File: src/hdl/crpe_pkg.sv
// ============================================================================
// crpe_pkg
// Shared widths, constants, tables and lane types for the Cartesian to
// rho/phi/eta converter.
// ============================================================================
`default_nettype none

package crpe_pkg;

    // Top-level parameter defaults
    localparam int COORD_BITS_DEF    = 20;
    localparam int CORDIC_STAGES_DEF = 16;

    // Square-root lanes: 64-bit radicand, 32-bit root
    localparam int SQRT_IN_W = 64;
    localparam int SQRT_BITS = 32;
    localparam int RAD_FRAC  = 32;   // fraction bits + coordinate bits

    // CORDIC datapath
    localparam int CORDIC_W     = 58;
    localparam int CORDIC_SCALE = 56;
    localparam int ANGLE_W      = 32;
    localparam int ATAN_LEN     = 24;
    localparam logic [ANGLE_W-1:0] PI_Q31 = 32'h8000_0000;
    localparam logic [ANGLE_W-1:0] ANGLE_RND = 32'h0000_8000;

    // atan(2^-i) in units of pi/2^31
    localparam logic [ANGLE_W-1:0] ATAN_TAB [0:ATAN_LEN-1] = '{
        32'h20000000, 32'h12E4051E, 32'h09FB385B, 32'h051111D4,
        32'h028B0D43, 32'h0145D7E1, 32'h00A2F61E, 32'h00517C55,
        32'h0028BE53, 32'h00145F2F, 32'h000A2F98, 32'h000517CC,
        32'h00028BE6, 32'h000145F3, 32'h0000A2FA, 32'h0000517D,
        32'h000028BE, 32'h0000145F, 32'h00000A30, 32'h00000518,
        32'h0000028C, 32'h00000146, 32'h000000A3, 32'h00000051
    };

    // Fixed-point log2
    localparam int LOG_IN_W   = 33;
    localparam int LZ_LEVELS  = 6;
    localparam int LZ_CNT_W   = 6;
    localparam int LOG_MANT   = 31;
    localparam int LOG_FRAC   = 20;
    localparam int LOG_EXP_W  = 6;
    localparam int LOG_W      = LOG_EXP_W + LOG_FRAC;
    localparam logic [31:0] LN2_Q32 = 32'hB17217F8;
    localparam int PROD_W     = LOG_W + 32;
    localparam int ETA_SHIFT  = 40;
    localparam int MAG_W      = PROD_W + 1 - ETA_SHIFT;

    // Result fields
    localparam int AZ_W  = 16;
    localparam int ETA_W = 16;
    localparam logic [AZ_W-1:0]  AZ_NEG_PI   = 16'h8000;
    localparam logic [ETA_W-1:0] ETA_POS_MAX = 16'h7FFF;
    localparam logic [ETA_W-1:0] ETA_NEG_MAX = 16'h8000;
    localparam logic [MAG_W-1:0] MAG_POS_LIM = MAG_W'(32767);
    localparam logic [MAG_W-1:0] MAG_NEG_LIM = MAG_W'(32768);

    typedef struct packed {
        logic [SQRT_IN_W-1:0] rem;
        logic [SQRT_BITS-1:0] root;
    } t_sqrt;

    typedef struct packed {
        logic signed [CORDIC_W-1:0] x;
        logic signed [CORDIC_W-1:0] y;
        logic [ANGLE_W-1:0]         acc;
    } t_cordic;

    typedef struct packed {
        logic [LOG_IN_W-1:0] n;
        logic [LZ_CNT_W-1:0] cnt;
    } t_norm;

    typedef struct packed {
        logic [LOG_MANT-1:0]  m;
        logic [LOG_FRAC-1:0]  frac;
        logic [LOG_EXP_W-1:0] e;
    } t_log_lane;

    typedef struct packed {
        logic axis;
        logic z_neg;
        logic z_zero;
    } t_flags;

endpackage

`default_nettype wire

File: src/hdl/crpe_sqrt_cell.sv
// ============================================================================
// crpe_sqrt_cell
// One bit of a restoring integer square root: tries to set root bit BIT.
// ============================================================================
`default_nettype none

module crpe_sqrt_cell
    import crpe_pkg::*;
#(
    parameter int BIT = 0
) (
    input  logic  i_clk,
    input  t_sqrt i_lane,
    output t_sqrt o_lane
);

    logic [SQRT_IN_W+1:0] w_trial;
    logic                 w_fit;
    t_sqrt                r_lane;

    // (2*root + 2^BIT) * 2^BIT against the remainder
    always_comb begin
        w_trial = ((SQRT_IN_W+2)'(i_lane.root) << (BIT + 1))
                + ((SQRT_IN_W+2)'(1) << (2 * BIT));
        w_fit   = ({2'b00, i_lane.rem} >= w_trial);
    end

    always_ff @(posedge i_clk) begin
        if (w_fit) begin
            r_lane.rem  <= i_lane.rem - w_trial[SQRT_IN_W-1:0];
            r_lane.root <= i_lane.root | (SQRT_BITS'(1) << BIT);
        end else begin
            r_lane <= i_lane;
        end
    end

    assign o_lane = r_lane;

endmodule

`default_nettype wire

File: config.mk
export PLATFORM = sky130hd
export DESIGN_NAME = crpe_sqrt_cell
export DESIGN_NICKNAME = d
export VERILOG_FILES = /design/src/hdl/crpe_pkg.sv /design/src/hdl/crpe_sqrt_cell.sv
export SDC_FILE = /design/constraint.sdc
export NUM_CORES = 1
export LEC_CHECK = 0
export ABC_CLOCK_PERIOD_IN_PS = 3750
export BUFFER_PORTS_ARGS = -buffer_cell sky130_fd_sc_hd__buf_2
export CAP_MARGIN = 5
export CORE_UTILIZATION = 50
export DETAILED_ROUTE_END_ITERATION = 8
export PLACE_DENSITY = 0.81
export SLEW_MARGIN = 20
export SYNTH_ARGS = -nofsm -noshare
export SYNTH_HDL_FRONTEND = slang
export SYNTH_SLANG_ARGS = --single-unit
File: constraint.sdc
create_clock -name i_clk -period 3.75 [get_ports i_clk]
set_input_delay 0.1875 -clock i_clk [delete_from_list [all_inputs] [get_ports i_clk]]
set_output_delay 0.1875 -clock i_clk [all_outputs]
set_load 0.1 [all_outputs]
### Word level (Yosys, flattened, before mapping)

Cells that the tools add are included.

* shift operators: 0
* multiplexer cells: 1
* multiply operators: 0
* equal/unequal tests: 0
* add/sub/neg operators: 2
* reductions and logical operators: 0
* div/mod/pow operators: 0
* bitwise operators: 0
* magnitude comparators: 1

Operators by type and width (number)
* $mux W96: 1
* $ge A64 B34 Y1: 1
* $sub A64 B34 Y64: 1
* $add A33 B1 Y34 const B: 1

* logic and storage cells: 7
* memories: 0
* bits in writable memories: 0
* output and inout port bits: 96
* bits in latches: 0
* ROM bits: 0
* bits in registers: 96

### Logic depth before layout (Yosys ltp)

* word-level depth: 3
* gate-level depth with buffers: 13
* depth with buffers taken out: 11

### Least setup slack after synthesis

No wires, ideal clock.

* kind: input-to-reg
* start point: in i_lane[78] (netlist bit)
* end point: reg r_lane, in the netlist o_lane[85]
* data required time: 3.623 ns
* data arrival time: 2.602 ns
* slack: 1.021 ns
* stages: 11
* path buffers: 3
* cells stage by stage: or4_1 -> or4b_1 -> buf_2 -> nand4bb_1 -> a31o_1 -> a221o_1 -> buf_2 -> nand4b_4 -> buf_6 -> nor3_1 -> xor2_1

* word-level cells in the longest chain between the ends: 2
* elaborated cells between the ends (all ways): 3
* classes of those cells: 1 x add/sub; 1 x order compare; 1 x mux

Ends and longest elaborated chain
* start, declared: RTL line crpe_sqrt_cell.sv:13 `input t_sqrt i_lane,`
* $sub A64 B34 Y64 / $ge A64 B34 Y1 (equally long branches): RTL line crpe_sqrt_cell.sv:30, crpe_sqrt_cell.sv:25
* $mux W96 (*): RTL line crpe_sqrt_cell.sv:29 `if (w_fit) begin`
* end signal, assigned: RTL line crpe_sqrt_cell.sv:33 `r_lane <= i_lane;`
* end, declared: RTL line crpe_sqrt_cell.sv:19 `t_sqrt r_lane;`

Every way passes the cells marked *; elsewhere a longest branch is shown, timed or not.
A chain may end at the register's enable or synchronous reset.

### Worst setup path after layout

* start point: in i_lane[78] (netlist bit)
* end point: reg r_lane, in the netlist o_lane[44]

* word-level cells in the longest chain between the ends: 2

Ends and longest elaborated chain
* $ge A64 B34 Y1: RTL line crpe_sqrt_cell.sv:25 `w_fit = ({2'b00, i_lane.rem} >= w_trial);`
* $mux W96: RTL line crpe_sqrt_cell.sv:29

No other way between the ends.

==> impl_metrics.yaml <==
outcome:
  status: "finished clean"
placement:
  portBuffers: 192
  dp_hpwl_um: 11000
  gp_congestion: 0.870
timing:
  min_period_ns: 3.44
  hold_violations: 0
  slew_headroom: 0.516
  rsz0062_at_grt: "no"
  clock.fmax_mhz: 291
  worst_pin_slew_ns: 0.726
  setup_viol: 0
  final.setup.tns_ns: 0
  fin_crit_sh: 0.918
  drv_slew: 0
yosys:
  synth_top_area_share: 0.380
  synth_edf_count: 0
  synth_top_flop_cell: "dfxtp_1"
  synthAdderAreaFrac: 0.0857
  syn_avg_cell_area_um2: 8.40
  synth_nets: 732
  synth-xor-area-share: 0.108
  syn-cell-area_um2: 5050
  ys_top_cells_by_area: "dfxtp_1, ha_1, a21oi_1"
  synth_most_common_cell: "dfxtp_1"
  synth_compound_gate_area_share: 0.178
  ys_seq_area_frac: 0.380
  synth-simple-area-share: 0.197
  synthTopCellsByCount: "dfxtp_1, a21oi_1, nor2_1"
  synth_top_area_cell: "dfxtp_1"
  synth_top_family_by_area: "simple AND/OR/NAND/NOR gates"
  synth_cell_types: 57
  yosys_warnings: 0
  async_flop_share: 0
  ys_seq_elements: 96
  netlist_instances: 601
  muxShareOfSynthArea: 0.00223
detailed_routing:
  wl_per_cell_um: 15.2
  drtIter0Drc: 273
  remaining_drc_errors: 0
  antenna_left: 0
  avgViaCountPerCell: 5.39
  wirelength_um: 14600
  drt_pass1_iterations: 5
  vias: 5176
floorplan:
  die_h_um: 103
  fp.coreArea_um2: 9770
  initial_core_util: 0.517
  ios: 193
  num_rows: 36
  die_area_um2: 10500
  dieWidth_um: 103
power:
  leakagePower_nw: 3.13
  power.density_nw_per_um2: 525
  finalPower_mw: 3.52
  irDropWorstVdd_v: 0.000399
final_layout:
  largest_reg_flops: 96
  fillers: 786
  final_nets: 953
  area_growth_pct: 32.4
  multi_input_area_um2: 2880
  final_layout_size_suffix_gt1_frac: 0.270
  diodes: 0
  area.sequential_um2: 1920
grt:
  overflow: 0
  grt_pass1_vias: 4955
  grt_pass1_wl_um: 23300
  grt_usage: 0.285
  antenna_found_initial: 0
  grt_max_degree: 42
worst_setup_path:
  crit_family: "simple AND/OR/NAND/NOR gates"
  end_kind: "flip-flop"
  worstSetupStartpoint: "i_lane[78]"
  cp.depth: 9
  crit_buf_inv: 3
  worstPathMaxFanout: 41
  start_kind: "input port"
  slowest_delay_ns: 0.69
  crit_end: "o_lane[44]"
  arrival_ns: 3.72
  path_class: "in -> reg"
  critPathSlowestCell: "or4b_1"
  crit_required_ns: 4.02
  path_cells: "dlygate4sd3_1, buf_2, or4_1, or4b_1, nand4bb_1, a31o_1, a221o_2, buf_4, mux2_1"
min_path:
  hold_path_class: "in -> reg"
  hp-start: "i_lane[92]"
clocking:
  htree_num_levels: 3
  post-cts-setup-buffers: 0
  ctsLongestPathBuffers: 2
  cts_root_buf: "clkbuf_8"
  clkTransAtPathRegs_ns: 0.10
  tritoncts.num_buffers: 9
  clock_sinks: 96
  cts_tree: "done"
run:
  max_cap_viol_count: 0
metal layers:
metal,track usage,vias up,wire length (µm)
met4,0.105,0,267
li1,-,2558,-
met5,0,-,0
met1,0.347,2368,6200
met2,0.485,224,7050
met3,0.0685,26,1060
worst min-delay path by stage:
| stage | endpoint | cells after the start |
|---|---|---|
| floorplan | o_lane[10] | 0 |
| global placement | o_lane[30] | 1 |
| detailed placement | o_lane[15] | 1 |
| CTS | o_lane[93] | 2 |
| global route | o_lane[73] | 2 |
| finish | o_lane[92] | 2 |
placed cells by master (no fill, tap or decap), types with 2 or more instances in the layout:
cell type	count
nor2b_1	2
nor2_1	58
nand2b_1	4
a21oi_1	69
xnor2_1	26
nand2_1	45
or4_1	8
inv_6	2
and3_1	2
or2_2	4
o211a_1	2
a211oi_1	3
bufinv_16	2
a31oi_1	5
o21bai_1	5
xor2_1	36
nor3_1	20
nor4_1	11
and2_1	2
buf_4	3
a211o_1	2
buf_2	192
or3_1	7
o21ai_0	35
o21a_1	3
dfxtp_1	96
nand4_1	11
dlygate4sd3_1	35
a21o_1	7
inv_1	40
clkbuf_8	10
nand3_1	12
ha_1	33
o211ai_1	6
logic make-up (layout without fill, tap and decap cells):
group,after synthesis,in the layout
AOI/OAI and AO/OA,151,151
xor gates and xnor gates,62,62
adders and majority gates,34,34
buffers and inverters,60,286
DFF,96,96
muxes,1,1
and+or+nand+nor,197,197
through the flow:
| step | instances | instance area [µm²] | hold slack [ns] | setup slack, ns | util |
|---|---|---|---|---|---|
| after CTS | 960 | 6690 | 0.00266 | 0.377 | 0.684 |
| after global routing | 960 | 6690 | 0.000657 | 0.0875 | 0.684 |
| after detailed placement | 909 | 6100 | 0.305 | 0.525 | 0.625 |
| after global placement | 909 | 6100 | 0.305 | 0.578 | 0.625 |
| final | 960 | 6690 | 0.0227 | 0.308 | 0.684 |
| after floorplan | 601 | 5050 | 0.215 | 1.02 | - |
power by group:
group,internal [mW],leakage [nW],switching (mW)
logic,0.319,2.20,1.23
clock network,0.405,0.119,0.388
registers,1.14,0.810,0.0299
total,1.86,3.13,1.65
repair_timing:
| item | in CTS | in global routing |
|---|---|---|
| endpoints found under the hold margin | 35 | 0 |
| setup endpoints to repair | 0 | 0 |
| resized for setup | 0 | 0 |
| hold buffers | 35 | 0 |
layout make-up:
type,count,share of cell area
multi-input combinational,445,0.431
sequential,96,0.287
timing repair buffer,230,0.199
tap,133,0.0249
inverter,40,0.0224
clock buffer,10,0.0206
clock inverter,6,0.0146
(Power assumes the default switching activity.)
