--- config.mk ---
export PLATFORM = sky130hd
export DESIGN_NAME = crpe_log_cell
export DESIGN_NICKNAME = d
export VERILOG_FILES = /design/src/hdl/crpe_pkg.sv /design/src/hdl/crpe_log_cell.sv
export SDC_FILE = /design/constraint.sdc
export NUM_CORES = 2
export LEC_CHECK = 0
export ABC_CLOCK_PERIOD_IN_PS = 9300
export BUFFER_PORTS_ARGS = -buffer_cell sky130_fd_sc_hd__buf_2
export CAP_MARGIN = 20
export CORE_MARGIN = 2
export CORE_UTILIZATION = 55
export CTS_BUF_LIST = sky130_fd_sc_hd__clkbuf_4 sky130_fd_sc_hd__clkbuf_8
export DETAILED_ROUTE_END_ITERATION = 8
export PLACE_DENSITY = 0.79
export SLEW_MARGIN = 20
export SYNTH_ARGS = -nofsm -noshare
export SYNTH_HDL_FRONTEND = slang
export SYNTH_SLANG_ARGS = --single-unit
--- constraint.sdc ---
create_clock -name i_clk -period 9.3 [get_ports i_clk]
set_input_delay 0.465 -clock i_clk [delete_from_list [all_inputs] [get_ports i_clk]]
set_output_delay 0.465 -clock i_clk [all_outputs]
set_load 0.01 [all_outputs]
--- src/hdl/crpe_pkg.sv ---
// ============================================================================
// crpe_pkg
// Shared widths, constants, tables and lane types for the Cartesian to
// rho/phi/eta converter.
// ============================================================================
`default_nettype none

package crpe_pkg;

    // Top-level parameter defaults
    localparam int COORD_BITS_DEF    = 20;
    localparam int CORDIC_STAGES_DEF = 16;

    // Square-root lanes: 64-bit radicand, 32-bit root
    localparam int SQRT_IN_W = 64;
    localparam int SQRT_BITS = 32;
    localparam int RAD_FRAC  = 32;   // fraction bits + coordinate bits

    // CORDIC datapath
    localparam int CORDIC_W     = 58;
    localparam int CORDIC_SCALE = 56;
    localparam int ANGLE_W      = 32;
    localparam int ATAN_LEN     = 24;
    localparam logic [ANGLE_W-1:0] PI_Q31 = 32'h8000_0000;
    localparam logic [ANGLE_W-1:0] ANGLE_RND = 32'h0000_8000;

    // atan(2^-i) in units of pi/2^31
    localparam logic [ANGLE_W-1:0] ATAN_TAB [0:ATAN_LEN-1] = '{
        32'h20000000, 32'h12E4051E, 32'h09FB385B, 32'h051111D4,
        32'h028B0D43, 32'h0145D7E1, 32'h00A2F61E, 32'h00517C55,
        32'h0028BE53, 32'h00145F2F, 32'h000A2F98, 32'h000517CC,
        32'h00028BE6, 32'h000145F3, 32'h0000A2FA, 32'h0000517D,
        32'h000028BE, 32'h0000145F, 32'h00000A30, 32'h00000518,
        32'h0000028C, 32'h00000146, 32'h000000A3, 32'h00000051
    };

    // Fixed-point log2
    localparam int LOG_IN_W   = 33;
    localparam int LZ_LEVELS  = 6;
    localparam int LZ_CNT_W   = 6;
    localparam int LOG_MANT   = 31;
    localparam int LOG_FRAC   = 20;
    localparam int LOG_EXP_W  = 6;
    localparam int LOG_W      = LOG_EXP_W + LOG_FRAC;
    localparam logic [31:0] LN2_Q32 = 32'hB17217F8;
    localparam int PROD_W     = LOG_W + 32;
    localparam int ETA_SHIFT  = 40;
    localparam int MAG_W      = PROD_W + 1 - ETA_SHIFT;

    // Result fields
    localparam int AZ_W  = 16;
    localparam int ETA_W = 16;
    localparam logic [AZ_W-1:0]  AZ_NEG_PI   = 16'h8000;
    localparam logic [ETA_W-1:0] ETA_POS_MAX = 16'h7FFF;
    localparam logic [ETA_W-1:0] ETA_NEG_MAX = 16'h8000;
    localparam logic [MAG_W-1:0] MAG_POS_LIM = MAG_W'(32767);
    localparam logic [MAG_W-1:0] MAG_NEG_LIM = MAG_W'(32768);

    typedef struct packed {
        logic [SQRT_IN_W-1:0] rem;
        logic [SQRT_BITS-1:0] root;
    } t_sqrt;

    typedef struct packed {
        logic signed [CORDIC_W-1:0] x;
        logic signed [CORDIC_W-1:0] y;
        logic [ANGLE_W-1:0]         acc;
    } t_cordic;

    typedef struct packed {
        logic [LOG_IN_W-1:0] n;
        logic [LZ_CNT_W-1:0] cnt;
    } t_norm;

    typedef struct packed {
        logic [LOG_MANT-1:0]  m;
        logic [LOG_FRAC-1:0]  frac;
        logic [LOG_EXP_W-1:0] e;
    } t_log_lane;

    typedef struct packed {
        logic axis;
        logic z_neg;
        logic z_zero;
    } t_flags;

endpackage

`default_nettype wire

--- src/hdl/crpe_log_cell.sv ---
// ============================================================================
// crpe_log_cell
// One fraction bit of log2 by squaring a Q30 mantissa.
// ============================================================================
`default_nettype none

module crpe_log_cell
    import crpe_pkg::*;
(
    input  logic      i_clk,
    input  t_log_lane i_lane,
    output t_log_lane o_lane
);

    logic [2*LOG_MANT-1:0] w_sq;
    logic [LOG_MANT:0]     w_top;
    t_log_lane             r_lane;

    // m*m in Q30, one more bit ahead of the point means the bit is set
    always_comb begin
        w_sq  = (2*LOG_MANT)'(i_lane.m) * (2*LOG_MANT)'(i_lane.m);
        w_top = w_sq[2*LOG_MANT-1 -: LOG_MANT+1];
    end

    always_ff @(posedge i_clk) begin
        r_lane.m    <= w_top[LOG_MANT] ? w_top[LOG_MANT:1] : w_top[LOG_MANT-1:0];
        r_lane.frac <= {i_lane.frac[LOG_FRAC-2:0], w_top[LOG_MANT]};
        r_lane.e    <= i_lane.e;
    end

    assign o_lane = r_lane;

endmodule

`default_nettype wire

Word level (Yosys, flattened, before mapping)
Cells that the tools add are included.
- muxes and demuxes: 1
- multiply operators: 1
- operators by type and width (operator ; count):
    $mul 31x31->62 ; 1
    $mux 30 ; 1
- bits of input ports: 58
- word-level logic and storage cells: 6
- output and inout port bits: 57
- register bits after elaboration: 57

Depth between registers and ports, before layout
- word-level depth: 2
- depth in mapped cells: 32
- mapped depth without buffers: 26

Least setup slack after synthesis
OpenSTA, ideal clock, no wires.
- kind: input-to-reg
- start: input i_lane[51] (netlist bit)
- end: register r_lane (netlist bit o_lane[48])
- cell stages on the path: 30
- path buffers: 6
- slack: 1224 ps
- library setup time: 121 ps
- data arrival time: 7955 ps
- data required time: 9179 ps
- path through: clkbuf_1 > clkbuf_1 > nand2_1 > fa_1 > fa_1 > inv_1 > fa_1 > inv_1 > fa_1 > inv_1 > fa_1 > fa_1 > fa_1 > inv_1 > fa_1 > inv_1 > ha_1 > buf_2 > nand4_1 > nor4_4 > nand3_1 > a211oi_2 > nor3_1 > or4_4 > and3_1 > buf_6 > nor2_4 > buf_6 > buf_12 > mux2_4
- word-level cells in the longest chain between the ends: 2
- ends and longest elaborated chain (what ; line ; text):
    start, declared ; crpe_log_cell.sv:11 ; input t_log_lane i_lane,
    $mul 31x31->62 ; crpe_log_cell.sv:21 ; w_sq = (2*LOG_MANT)'(i_lane.m) * (2*LOG_MANT)'(i_lane.m);
    via w_sq[61] ; crpe_log_cell.sv:15 ; logic [2*LOG_MANT-1:0] w_sq;
    $mux 30 ; crpe_log_cell.sv:26 ; r_lane.m <= w_top[LOG_MANT] ? w_top[LOG_MANT:1] : w_top[LOG_MANT-1:0];
    end, declared ; crpe_log_cell.sv:17 ; t_log_lane r_lane;
The timed path passes the listed nets, and every way through them passes these cells.
A chain may end at the register's enable or synchronous reset.

Final worst setup path
- start: input i_lane[44] (netlist bit)
- end: register r_lane (netlist bit o_lane[56])
- word-level cells in the longest chain between the ends: 1
- ends and longest elaborated chain (what ; line):
    $mul 31x31->62 ; crpe_log_cell.sv:21
Every way passes these cells.

==> impl_metrics.ini <==
[worst_setup_path]
cp_max_fo = 35
worst-path-buf-inv = 6
critPathRequiredTime_ns = 9.50
end_kind = flip-flop
start_kind = primary input
crit_arrival_ns = 8.65
criticalPathCategory = in -> reg
slowest_stage = buf_2
critPathMostFrequentCell = fa_1
slowest_delay_ns = 0.67
crit_family = adder cells

[logic_synthesis]
syn_avg_cell_area_um2 = 9.44
ys_seq_elements = 57
syn_inst = 3029
syn-num-nets = 4103
ys_types = 70
ys_seq_area_share_pct = 3.99
yosysTopAreaCellShare_pct = 52.3
ys_warn_count = 0
synth_edf_count = 0
yosys_most_used_dff = dfxtp_1
synth_area_leader_cell = fa_1
synth_area_um2 = 28600
synthTopCellsByArea = fa_1, inv_1, ha_1
async_reset_ff_share_pct = 0

[hold_path]
worstHoldStart = i_lane[9]
holdPathEnd = o_lane[10]
hold_depth = 1
hp-class = in -> reg

[detailed_routing]
drc = 0
wl_per_cell_um = 17.7
drt_pass1_iterations = 5
vias_per_cell = 5.30
drtAntennaViolNets = 0
num_vias = 20000
drtIter0Drc = 1320
wl_mm = 66.9

[timing]
fin_tns_setup_ns = 0
fin_crit_sh_pct = 90.9
min_period_ns = 8.45
fmax_mhz = 118
slew_violations = 0
worstMarginPinSlew_ns = 0.981
finalSetupViolCount = 0
rsz0062_at_grt = false
slew_headroom_pct = 34.0
hold_viol = 0

[run]
drv_cap = 0

[cells_and_area]
largest_register_ff_count = 57
syn_to_final_growth_pct = 5.22
nets = 4163
drive_above_1_share_pct = 6.95

[floorplan]
initial_core_util_pct = 55.6
ioPinCount = 115
die_h_um = 232
die_x_um = 232
coreArea_um2 = 51400
die-area_um2 = 53800
num_rows = 83

[clocking]
htreeDepth = 3
ctsHoldBuffers = 0
max-clock-path-buffers = 2
clk_pin_slew_ns = 0.06
cts-buffers-inserted = 9
cts_setup_buffers = 0
cts_tree = done
cts-root-buf = clkbuf_8
post_cts_resized = 0
clock_sinks = 57

[placement]
gp_congestion = 0.930
dpl.hpwl_mm = 57.1
io_buffers = 113

[status]
status = complete, no violations

[global_routing]
grt_max_degree = 36
grt_pass1_vias = 22400
grt_first_pass_wirelength_mm = 112
grt_overflow = 0
grt_usage_pct = 26.5
antenna_found_initial = 2
metal layers:
layer / part of all wire [%] / vias up / routed length [µm] / GRT usage, %
met3: 6.3 / 169 / 4210 / 3.66
li1: - / 8900 / - / -
met5: 0.028 / - / 19 / 0
met2: 52 / 668 / 34700 / 47.2
met1: 38 / 10300 / 25400 / 33.1
met4: 3.9 / 2 / 2620 / 8.87
final cells by class:
type                            instances  area (µm²)
Antenna cell                            1        2.50
Clock buffer                           11         145
Clock inverter                          4        20.0
Fill cell                            4325       21300
Inverter                              920        3450
Multi-Input combinational cell       1940       23500
Sequential cell                        57        1140
Tap cell                              680         851
Timing Repair Buffer                  161         951
logic make-up (layout without fill, tap and decap cells):
| group | Yosys count | in the layout | synth area share, % |
|---|---|---|---|
| buffers and inverters | 1032 | 1096 | 13.7 |
| adders and majority gates | 1016 | 1016 | 64.1 |
| and+or+nand+nor | 642 | 642 | 10.9 |
| AOI/OAI and AO/OA | 199 | 199 | 4.55 |
| DFF | 57 | 57 | 3.99 |
| xor gates and xnor gates | 53 | 53 | 1.62 |
| muxes | 30 | 30 | 1.16 |
| other | 0 | 1 | 0 |
Yosys cell counts (3+ instances only):
| master | n |
|---|---|
| nand3_1 | 19 |
| dfxtp_1 | 57 |
| or2_2 | 6 |
| nor2b_1 | 8 |
| nor4_1 | 3 |
| a221oi_1 | 3 |
| nand2_1 | 301 |
| xnor2_1 | 32 |
| xor2_1 | 21 |
| a21oi_1 | 62 |
| and3_1 | 8 |
| nor3_1 | 15 |
| nand4_1 | 16 |
| fa_1 | 747 |
| o21bai_1 | 8 |
| a211oi_1 | 9 |
| a211o_1 | 3 |
| clkbuf_1 | 95 |
| mux2_2 | 20 |
| nand2b_1 | 6 |
| o21ai_0 | 38 |
| buf_2 | 8 |
| buf_4 | 4 |
| ha_1 | 269 |
| a31o_2 | 4 |
| a31oi_1 | 7 |
| and2_1 | 190 |
| mux2i_1 | 9 |
| inv_1 | 919 |
| nor2_1 | 60 |
| o211ai_1 | 4 |
| a21o_1 | 28 |
| o31ai_1 | 6 |
placed cells by master, fill, tap and decap left out, types with 6 or more instances in the layout:
master,n
inv_1,919
fa_1,747
nand2_1,301
ha_1,269
and2_1,190
buf_2,113
a21oi_1,62
nor2_1,60
dfxtp_1,57
buf_4,46
o21ai_0,38
xnor2_1,32
a21o_1,28
xor2_1,21
mux2_2,20
nand3_1,19
nand4_1,16
nor3_1,15
clkbuf_8,10
mux2i_1,9
a211oi_1,9
nor2b_1,8
and3_1,8
o21bai_1,8
a31oi_1,7
or2_2,6
nand2b_1,6
o31ai_1,6
how the worst max path moves through the flow:
stage               startpoint    endpoint  slack (ns)  cells after the start
global route        i_lane[35]  o_lane[45]        0.55                     26
finish              i_lane[44]  o_lane[56]        0.85                     25
global placement    i_lane[44]  o_lane[45]        0.67                     25
floorplan           i_lane[51]  o_lane[48]        1.22                     30
CTS                 i_lane[44]  o_lane[31]        0.94                     25
detailed placement  i_lane[44]  o_lane[31]        0.62                     26
stage by stage:
stage / instances / hold WS, ns / utilization (%) / area, µm² / setup WS (ns)
final: 3774 / 0.232 / 58.5 / 30100 / 0.845
after global routing: 3774 / 0.211 / 58.5 / 30100 / 0.554
after CTS: 3773 / 0.216 / 58.5 / 30100 / 0.940
after detailed placement: 3758 / 0.569 / 58.2 / 29900 / 0.617
after global placement: 3758 / 0.567 / 58.2 / 29900 / 0.667
after floorplan: 3029 / 0.493 / - / 28600 / 1.22
Power is left out: the tool's default activity adds up to more than one toggle a clock period on the data nets, which glitch-free logic cannot reach.
