File: src/hdl/crpe_pkg.sv
// ============================================================================
// crpe_pkg
// Shared widths, constants, tables and lane types for the Cartesian to
// rho/phi/eta converter.
// ============================================================================
`default_nettype none

package crpe_pkg;

    // Top-level parameter defaults
    localparam int COORD_BITS_DEF    = 20;
    localparam int CORDIC_STAGES_DEF = 16;

    // Square-root lanes: 64-bit radicand, 32-bit root
    localparam int SQRT_IN_W = 64;
    localparam int SQRT_BITS = 32;
    localparam int RAD_FRAC  = 32;   // fraction bits + coordinate bits

    // CORDIC datapath
    localparam int CORDIC_W     = 58;
    localparam int CORDIC_SCALE = 56;
    localparam int ANGLE_W      = 32;
    localparam int ATAN_LEN     = 24;
    localparam logic [ANGLE_W-1:0] PI_Q31 = 32'h8000_0000;
    localparam logic [ANGLE_W-1:0] ANGLE_RND = 32'h0000_8000;

    // atan(2^-i) in units of pi/2^31
    localparam logic [ANGLE_W-1:0] ATAN_TAB [0:ATAN_LEN-1] = '{
        32'h20000000, 32'h12E4051E, 32'h09FB385B, 32'h051111D4,
        32'h028B0D43, 32'h0145D7E1, 32'h00A2F61E, 32'h00517C55,
        32'h0028BE53, 32'h00145F2F, 32'h000A2F98, 32'h000517CC,
        32'h00028BE6, 32'h000145F3, 32'h0000A2FA, 32'h0000517D,
        32'h000028BE, 32'h0000145F, 32'h00000A30, 32'h00000518,
        32'h0000028C, 32'h00000146, 32'h000000A3, 32'h00000051
    };

    // Fixed-point log2
    localparam int LOG_IN_W   = 33;
    localparam int LZ_LEVELS  = 6;
    localparam int LZ_CNT_W   = 6;
    localparam int LOG_MANT   = 31;
    localparam int LOG_FRAC   = 20;
    localparam int LOG_EXP_W  = 6;
    localparam int LOG_W      = LOG_EXP_W + LOG_FRAC;
    localparam logic [31:0] LN2_Q32 = 32'hB17217F8;
    localparam int PROD_W     = LOG_W + 32;
    localparam int ETA_SHIFT  = 40;
    localparam int MAG_W      = PROD_W + 1 - ETA_SHIFT;

    // Result fields
    localparam int AZ_W  = 16;
    localparam int ETA_W = 16;
    localparam logic [AZ_W-1:0]  AZ_NEG_PI   = 16'h8000;
    localparam logic [ETA_W-1:0] ETA_POS_MAX = 16'h7FFF;
    localparam logic [ETA_W-1:0] ETA_NEG_MAX = 16'h8000;
    localparam logic [MAG_W-1:0] MAG_POS_LIM = MAG_W'(32767);
    localparam logic [MAG_W-1:0] MAG_NEG_LIM = MAG_W'(32768);

    typedef struct packed {
        logic [SQRT_IN_W-1:0] rem;
        logic [SQRT_BITS-1:0] root;
    } t_sqrt;

    typedef struct packed {
        logic signed [CORDIC_W-1:0] x;
        logic signed [CORDIC_W-1:0] y;
        logic [ANGLE_W-1:0]         acc;
    } t_cordic;

    typedef struct packed {
        logic [LOG_IN_W-1:0] n;
        logic [LZ_CNT_W-1:0] cnt;
    } t_norm;

    typedef struct packed {
        logic [LOG_MANT-1:0]  m;
        logic [LOG_FRAC-1:0]  frac;
        logic [LOG_EXP_W-1:0] e;
    } t_log_lane;

    typedef struct packed {
        logic axis;
        logic z_neg;
        logic z_zero;
    } t_flags;

endpackage

`default_nettype wire

File: src/hdl/crpe_norm_cell.sv
// ============================================================================
// crpe_norm_cell
// One level of the leading-one normalizer: shifts left by SHIFT when the
// top SHIFT bits are all zero, and counts the shift.
// ============================================================================
`default_nettype none

module crpe_norm_cell
    import crpe_pkg::*;
#(
    parameter int SHIFT = 1
) (
    input  logic  i_clk,
    input  t_norm i_lane,
    output t_norm o_lane
);

    t_norm r_lane;

    always_ff @(posedge i_clk) begin
        if (i_lane.n[LOG_IN_W-1 -: SHIFT] == '0) begin
            r_lane.n   <= i_lane.n << SHIFT;
            r_lane.cnt <= i_lane.cnt + LZ_CNT_W'(SHIFT);
        end else begin
            r_lane <= i_lane;
        end
    end

    assign o_lane = r_lane;

endmodule

`default_nettype wire

File: config.mk
export PLATFORM = sky130hd
export DESIGN_NAME = crpe_norm_cell
export DESIGN_NICKNAME = d
export VERILOG_FILES = /design/src/hdl/crpe_pkg.sv /design/src/hdl/crpe_norm_cell.sv
export SDC_FILE = /design/constraint.sdc
export NUM_CORES = 1
export LEC_CHECK = 0
export ABC_AREA = 0
export BUFFER_PORTS_ARGS = -buffer_cell sky130_fd_sc_hd__buf_2
export CAP_MARGIN = 10
export CORE_ASPECT_RATIO = 0.75
export CORE_MARGIN = 5
export CORE_UTILIZATION = 46
export DETAILED_ROUTE_END_ITERATION = 8
export GPL_ROUTABILITY_DRIVEN = 0
export PLACE_DENSITY_LB_ADDON = 0.1
export SKIP_LAST_GASP = 1
export SYNTH_ARGS = -nofsm -noshare
export SYNTH_HDL_FRONTEND = slang
export SYNTH_SLANG_ARGS = --single-unit
File: constraint.sdc
create_clock -name i_clk -period 1.88 [get_ports i_clk]
set_clock_uncertainty 0.2 [all_clocks]
set_input_delay 0.376 -clock i_clk [delete_from_list [all_inputs] [get_ports i_clk]]
set_output_delay 0.376 -clock i_clk [all_outputs]
set_load 0.05 [all_outputs]
Word-level counts from Yosys, hierarchy flattened --
Index checks and enable logic that the tools add are counted.
Word-level totals: register bits after elaboration 39, output and inout port bits 39
Cells by class: add/subtract/negate cells 1, muxes and demuxes 1
Operator list (count):
- $mux 38 | 1
- $add 6x1->6 const B | 1

Depth between registers and ports, before layout --
Gate-level depths: netlist of the first run.
word-level depth 2, depth in mapped cells 3, depth with buffers taken out 3

Worst setup path after synthesis of the first run --
Ideal clock, no wire load.
kind input to register, start point in i_lane[38] (netlist bit), end point reg r_lane, in the netlist o_lane[27], setup time 0.121 ns, data arrival time 0.940 ns, required time 1.559 ns, path slack 0.619 ns, stages 3, cells stage by stage buf_6 buf_8 mux2_4
On the way: longest elaborated chain between the ends 1
Ends and longest elaborated chain:
- start: declaration | line crpe_norm_cell.sv:14 | input t_norm i_lane,
- $mux 38 | line crpe_norm_cell.sv:21 | if (i_lane.n[LOG_IN_W-1 -: SHIFT] == '0) begin
- end signal: assignment | line crpe_norm_cell.sv:25 | r_lane <= i_lane;
- end: declaration | line crpe_norm_cell.sv:18 | t_norm r_lane;
Every way passes these cells. A chain may end at the register's enable or synchronous reset.

Worst setup path after layout of the first run --
start point reg r_lane, in the netlist o_lane[10], end point out o_lane[10] (netlist bit)
RTL lines:
- end: declaration | line crpe_norm_cell.sv:15 | output t_norm o_lane
No word-level cell between the ends.

==> out/metrics.csv, run 1 <==
metric,value,unit
status,"complete, no violations",
cts_hold_buf,0,
hold_start,i_lane[5],
antenna_found_initial,0,
syn_area,1408,um2
die_w,73.88,um
ios,79,
clock_sinks,39,
worst_slew_pin_slew,0.3404,ns
postCtsSetupRepairBufs,0,
setup_viol,0,
critPathSlowestCell,dfxtp_1,
final_cell_mix,"buf_2 (78), dfxtp_1 (39), mux2_4 (27)",
vias_per_cell,4.357,
synth_cell_type_count,15,
synth_top_area_cell,dfxtp_1,
final_common_cell,buf_2,
synth_area_per_cell,16.18,um2
die_area,4278,um2
drc_errors,0,
path_class,reg -> out,
grt_pass1_wl,3.960,mm
cap_violations,0,
stdcell_area,1892,um2
worst_ep_required_time,1.30,ns
fp-row-count,17,
period_share,0.7667,
fillCellCount,250,
hold_path.class,in -> reg,
post-route-min-period,1.441,ns
io_buffers,78,
clk_pin_slew_worst_paths,0.07,ns
start_util,0.4795,
synth.area.top_cells,"dfxtp_1 (55%), mux2_4 (29%), mux2_2 (4.0%)",
cts_tree,built,
p_total,1.883,mW
via_count,902,
post_dp_cell_area,1819,um2
largest_reg_flops,39,
grt_setup_unrepaired,no,
drt.antenna.violating_nets,0,
worstPathArrival,0.87,ns
area_growth,34.40,%
critPathLaunchType,flop,
ys_warn_count,0,
clock_path_buffers,2,
grt_usage,0.1270,
drt-pass1-iter-count,2,
hold_violations,0,
path_cells,buf_2,
grt_pass1_vias,888,
finalWirelength,2.612,mm
synth_seq_area_share,0.5547,
finalSetupTns,0,ns
wl_per_cell,12.62,um
numCtsBuffers,5,
final-seq-area,780.7,um2
cts_resized,0,
dp_hpwl,2.154,mm
ys_ff_latch,39,
relSlewSlack,0.7731,
drv_slew,0,
crit_family,flip-flops,
worst_setup_path_end_kind,output pin,
max_stage_delay,0.32,ns
cts_root_buf,clkbuf_8,
syn-num-nets,128,
core,2935,um2
diodes,0,
layout-drive-gt1-share,0.6982,
cp_num_buf_inv,1,
die_h,57.91,um
yosysTopAreaCellShare,0.5547,
grt_max_degree,15,
nets,211,
peakVddDrop,435.5,uV
multi_input_area,560.5,um2
syn_inst,87,
max_freq,693.8,MHz
power_density,995.6,nW/um2
h-tree-depth,2,
drt_iter0_drc,17,
p_leak,0.9700,nW
startpoint,o_lane[10],
critPathMaxFanout,1,
overflow,0,
-- cell usage after synthesis (all sizes together) --
cell	count
dfxtp	39
or2	1
nand4b	1
and2	1
and4b	1
nand3	1
xor2	1
xnor2	4
buf	4
nand2b	1
ha	1
mux2	32
-- metrics by stage --
stage          hold slack, ns    util  std cells  worst slack (ns)
4_1_cts               0.06952  0.6445        207            0.4321
6_report              0.08203  0.6445        207            0.4386
2_1_floorplan          0.2637       -         87            0.6186
5_1_grt               0.07068  0.6445        207            0.3922
3_5_place_dp           0.3744  0.6198        201            0.3360
3_3_place_gp           0.3736  0.6198        201            0.3499
-- final cells by class --
class,instances,share of cell area
flip-flops and latches,39,0.4127
clock buffers,6,0.03836
repair buffers,80,0.2275
multi-input cells,44,0.2963
well taps,38,0.02513
-- logic make-up (layout without fill, tap and decap cells) --
kind of cell,after synthesis,after routing,synth area share
adders and majority gates,1,1,0.008887
buffers and inverters,4,86,0.04711
muxes,32,32,0.3280
DFF,39,39,0.5547
xor gates and xnor gates,5,5,0.03111
and+or+nand+nor,6,6,0.03023
-- metal layers --
metal	track usage	part of all wire	vias to the layer above
met3	0.08146	0.15	7
met1	0.1285	0.37	388
met5	0	0	-
met2	0.2071	0.46	45
met4	0.05426	0.016	0
li1	-	-	462
-- final timing paths --
path                     end  slack (ns)  cells after the start
setup / recovery  o_lane[10]        0.44                      1
hold / removal     o_lane[5]        0.08                      2
-- power breakdown --
group	leakage [nW]	total [mW]	internal [mW]	switching, mW
sequential	0.329	0.906	0.893	0.0135
combinational	0.604	0.481	0.164	0.316
clock	0.0371	0.497	0.247	0.250
No activity file was read; power rests on OpenSTA's default activity.
==> run 2: changes to the inputs <==
- ABC_AREA: 0 -> 1
- CORE_UTILIZATION: 46 -> 38
- clock period: 1.88 -> 1.15 ns (I/O delays scaled with it)
==> run 2 against run 1 <==
Compared with the run above: the flow now finishes with violations (setup timing); synthesized cell count grew 85%; global-route usage up 4.6 points; combinational power is 120% higher; sequential share of layout area is 10 points lower; count of clock-buffer cells in the layout grew 2; largest cell class is now buffers.
==> out/metrics.csv, run 2 <==
metric,value,unit
clk_pin_slew_worst_paths,0.07,ns
clock_path_buffers,2,
synth_seq_area_share,0.5881,
start_util,0.3983,
nets,320,
synth_top_family_by_area,simple AND/OR/NAND/NOR gates,
muxShareOfSynthArea,0,
ios,79,
synthMostInstantiatedCell,nand2_1,
finalWirelength,4.035,mm
violations,setup timing,
synth_xor_area_frac,0.02639,
yosysTopAreaCellShare,0.5881,
drt.antenna.violating_nets,0,
synth_compound_area_frac,0.01885,
cts_tree,built,
final_cell_mix,"nand2_1 (92), buf_2 (39), dfxtp_2 (39)",
path_class,reg -> out,
diodes,0,
cap_violations,0,
ys_ff_latch,39,
vias_per_cell,4.384,
cp_num_buf_inv,1,
cts_root_buf,clkbuf_8,
worst_setup_path_end_kind,output pin,
die_w,78.25,um
syn_area,1328,um2
yosys-top-cells-count,"nand2_1 (92), dfxtp_1 (39), inv_1 (6)",
critPathSlowestCell,dfxtp_2,
fin_ws,-0.06845,ns
die_area,4788,um2
power_density,1354,nW/um2
ys.flop_type,dfxtp_1,
max_stage_delay,0.36,ns
yosys.area_share.adder,0.009425,
drt-pass1-iter-count,4,
drv_slew,0,
stdcell_area,2651,um2
largest_reg_flops,39,
syn_inst,161,
critPathMaxFanout,1,
drt_iter0_drc,49,
synth_top_area_cell,dfxtp_1,
setup_viol,40,
hold_violations,0,
via_count,1403,
overflow,0,
layout-drive-gt1-share,0.4679,
post-route-min-period,1.218,ns
multi_input_area,452.9,um2
max_freq,820.7,MHz
die_h,61.19,um
synthSimpleGateAreaFrac,0.2865,
grt_usage,0.1728,
numCtsBuffers,5,
worstPathArrival,0.79,ns
final-seq-area,829.5,um2
path_cells,buf_8,
synth.area.top_cells,"dfxtp_1 (59%), nand2_1 (26%), buf_4 (2.8%)",
relSlewSlack,0.8702,
peakVddDrop,956.9,uV
p_leak,1.338,nW
async_flop_share,0,
worst_slew_pin_slew,0.1947,ns
period_share,1.060,
worst_ep_required_time,0.72,ns
hold_start,i_lane[2],
hold_end,o_lane[2],
wl_per_cell,12.61,um
area_growth,99.72,%
fp-row-count,18,
grt_max_degree,22,
synth_edf_count,0,
clock_sinks,39,
post_dp_cell_area,1763,um2
critPathLaunchType,flop,
min_path_cells,3,
hold_path.class,in -> reg,
grt_pass1_vias,1395,
post-route-util,0.7954,
h-tree-depth,2,
place_ws,0.01263,ns
drc_errors,0,
ys_warn_count,0,
grt_setup_unrepaired,yes,
status,finished with violations,
dp_hpwl,2.357,mm
synth_area_per_cell,8.245,um2
fillCellCount,213,
crit_family,flip-flops,
syn-num-nets,202,
antenna_found_initial,0,
core,3333,um2
io_buffers,78,
final_common_cell,nand2_1,
grt_pass1_wl,6.292,mm
synth_cell_type_count,16,
-- run 2: timing repair --
action	in CTS	in global routing
endpoints found under the setup margin	39	41
buffers inserted	0	0
pin swaps	0	1
gates resized for setup	139	14
hold buffers	37	1
endpoints found under the hold margin	39	2
-- run 2: how the worst max path moves through the flow --
stage               startpoint   endpoint  cells after the start
CTS                  o_lane[2]  o_lane[2]                      1
detailed placement   i_lane[0]  o_lane[2]                      5
finish               o_lane[2]  o_lane[2]                      1
global route         o_lane[2]  o_lane[2]                      1
floorplan            o_lane[0]  o_lane[0]                      0
global placement     i_lane[0]  o_lane[2]                      5
-- run 2: layout make-up --
class,instances,share of cell area
repair buffers,118,0.4469
multi-input cells,108,0.1708
flip-flops and latches,39,0.3129
inverters,7,0.01274
clock buffers,8,0.03775
well taps,40,0.01888
-- run 2: kinds of logic (layout without fill, tap and decap cells) --
group                    Yosys count  count (layout)
AO/OA/AOI/OAI                      5               5
adder cells (fa/ha/maj)            1               1
buffers and inverters             14             133
flip-flops                        39              39
AND/OR/NAND/NOR                   98              98
XOR/XNOR                           4               4
-- run 2: routing by layer --
layer	vias up	GRT usage	wire [um]
met1	627	0.1857	1501
met2	58	0.3256	2184
li1	716	-	-
met4	0	0.05985	25
met3	2	0.05994	322
met5	-	0	0
-- run 2: metrics by stage --
stage          hold slack [ns]  power (mW)  TNS, ns  cells
2_1_floorplan           0.1177       2.044        0    161
3_3_place_gp            0.2351       2.263        0    276
3_5_place_dp            0.2353       2.261        0    276
4_1_cts               0.006252       3.585   -1.815    321
5_1_grt                0.02938       3.759   -2.559    320
6_report               0.01377       3.590   -1.295    320
-- run 2: report_power, final --
| part | switching (mW) | internal [mW] |
|---|---|---|
| logic | 0.584 | 0.475 |
| clock network | 0.431 | 0.547 |
| registers | 0.0703 | 1.48 |
| total | 1.08 | 2.50 |
==> run 3: changes to the inputs <==
- SETUP_SLACK_MARGIN: default -> 0.15
==> run 3 against run 2 <==
Compared with the run above: the flow finishes with violations (hold timing, setup timing); via count down 12%; fmax up 1.8%; wire length down 23%; cell count down 11%; sequential power about the same; power down 7.3%; die area unchanged; count of clock-buffer cells in the layout down 3; sequential share of layout area up 5.8 points; largest power group unchanged; highest routed layer unchanged.
==> out/metrics.csv, run 3 (synthesis results as in run 2) <==
metric,value,unit
status,finished with violations,
violations,"hold timing, setup timing",
crit_family,flip-flops,
hold_violations,38,
cp_num_buf_inv,1,
p_total,3.327,mW
clock_sinks,39,
clock_path_buffers,2,
die_h,61.19,um
worstPathArrival,0.77,ns
relSlewSlack,0.8713,
min_path_cells,2,
worst_setup_path_end_kind,output pin,
layout-drive-gt1-share,0.5407,
peakVddDrop,730.7,uV
numCtsBuffers,5,
finalWirelength,3.118,mm
grt_setup_unrepaired,yes,
grt_usage,0.1418,
critPathMaxFanout,1,
holdWs,-0.05371,ns
die_area,4788,um2
grt_max_degree,20,
antenna_found_initial,0,
h-tree-depth,2,
drt-pass1-iter-count,3,
fin_cells,286,
core,3333,um2
critPathSlowestCell,dfxtp_2,
final_common_cell,nand2_1,
drc_errors,0,
hold_end,o_lane[38],
period_share,1.041,
p_leak,1.182,nW
post-route-min-period,1.197,ns
cts_tree,built,
path_cells,buf_8,
overflow,0,
area_growth,68.52,%
final-seq-area,829.5,um2
die_w,78.25,um
largest_reg_flops,39,
hold_path.class,in -> reg,
dp_cells,277,
diodes,0,
drt.antenna.violating_nets,0,
grt_pass1_vias,1191,
hold_start,i_lane[37],
via_count,1232,
fp-row-count,18,
grt_pass1_wl,5.154,mm
path_class,reg -> out,
postCtsSetupRepairBufs,0,
io_buffers,78,
power_density,1487,nW/um2
max_stage_delay,0.34,ns
fin_ws,-0.04681,ns
max_freq,835.6,MHz
worst_ep_required_time,0.72,ns
drt_iter0_drc,50,
cts_root_buf,clkbuf_8,
nets,286,
final_cell_mix,"nand2_1 (92), buf_2 (39), dfxtp_2 (39)",
wl_per_cell,10.90,um
ios,79,
clk_pin_slew_worst_paths,0.07,ns
setup_viol,39,
place_ws,-0.002734,ns
start_util,0.3983,
cap_violations,0,
worst_slew_pin_slew,0.1931,ns
finalSetupTns,-1.257,ns
cts_hold_buf,1,
fillCellCount,287,
vias_per_cell,4.308,
dp_hpwl,2.328,mm
drv_slew,0,
multi_input_area,452.9,um2
critPathLaunchType,flop,
## run 3: cell types whose count changed in the layout (fill, tap and decap cells not counted), sizes merged
| cell | before | now |
|---|---|---|
| dlygate4sd3 | 36 | 0 |
| dlymetal6s4s | 0 | 1 |
| clkbuf | 8 | 5 |
| buf | 82 | 83 |
| clkinv | 0 | 3 |
## run 3: power breakdown
group / switching (mW) / leakage, nW / internal [mW] / total (mW)
Clock: 0.442 / 0.0477 / 0.414 / 0.857
Combinational: 0.555 / 0.803 / 0.372 / 0.928
Sequential: 0.0609 / 0.331 / 1.48 / 1.54
Total: 1.06 / 1.18 / 2.27 / 3.33
## run 3: area by class of cell
cell class / instances / share of cell area
Timing Repair Buffer: 84 / 0.3518
Multi-Input combinational cell: 108 / 0.2025
Sequential cell: 39 / 0.3708
Tap cell: 40 / 0.02237
Clock inverter: 3 / 0.006711
Inverter: 7 / 0.01510
Clock buffer: 5 / 0.03076
## run 3: metal layers
metal | part of all wire | vias to the layer above | global-route usage
li1 | - | 647 | -
met1 | 0.39 | 533 | 0.1520
met2 | 0.49 | 45 | 0.2476
met3 | 0.10 | 7 | 0.07164
met4 | 0.013 | 0 | 0.05237
met5 | 0 | - | 0
## run 3: worst max-delay path by stage
stage	slack (ns)	start	endpoint	cells past startpoint
6_report	-0.05	o_lane[30]	o_lane[30]	1
5_1_grt	-0.09	o_lane[2]	o_lane[2]	1
4_1_cts	-0.06	o_lane[2]	o_lane[2]	1
3_5_place_dp	-0.003	i_lane[0]	o_lane[2]	5
3_3_place_gp	0.03	i_lane[0]	o_lane[2]	5
2_1_floorplan	0.17	i_lane[38]	o_lane[5]	7
## run 3: repair_timing
action,4_1_cts,5_1_grt
setup endpoints to repair,39,41
hold endpoints to repair,39,34
gates resized for setup,93,10
## run 3: stage by stage
step                cell area, um2    util
finish                        2237  0.6712
global route                  2237  0.6712
CTS                           2201  0.6603
detailed placement            1807  0.5420
global placement              1807  0.5420
floorplan                     1376       -
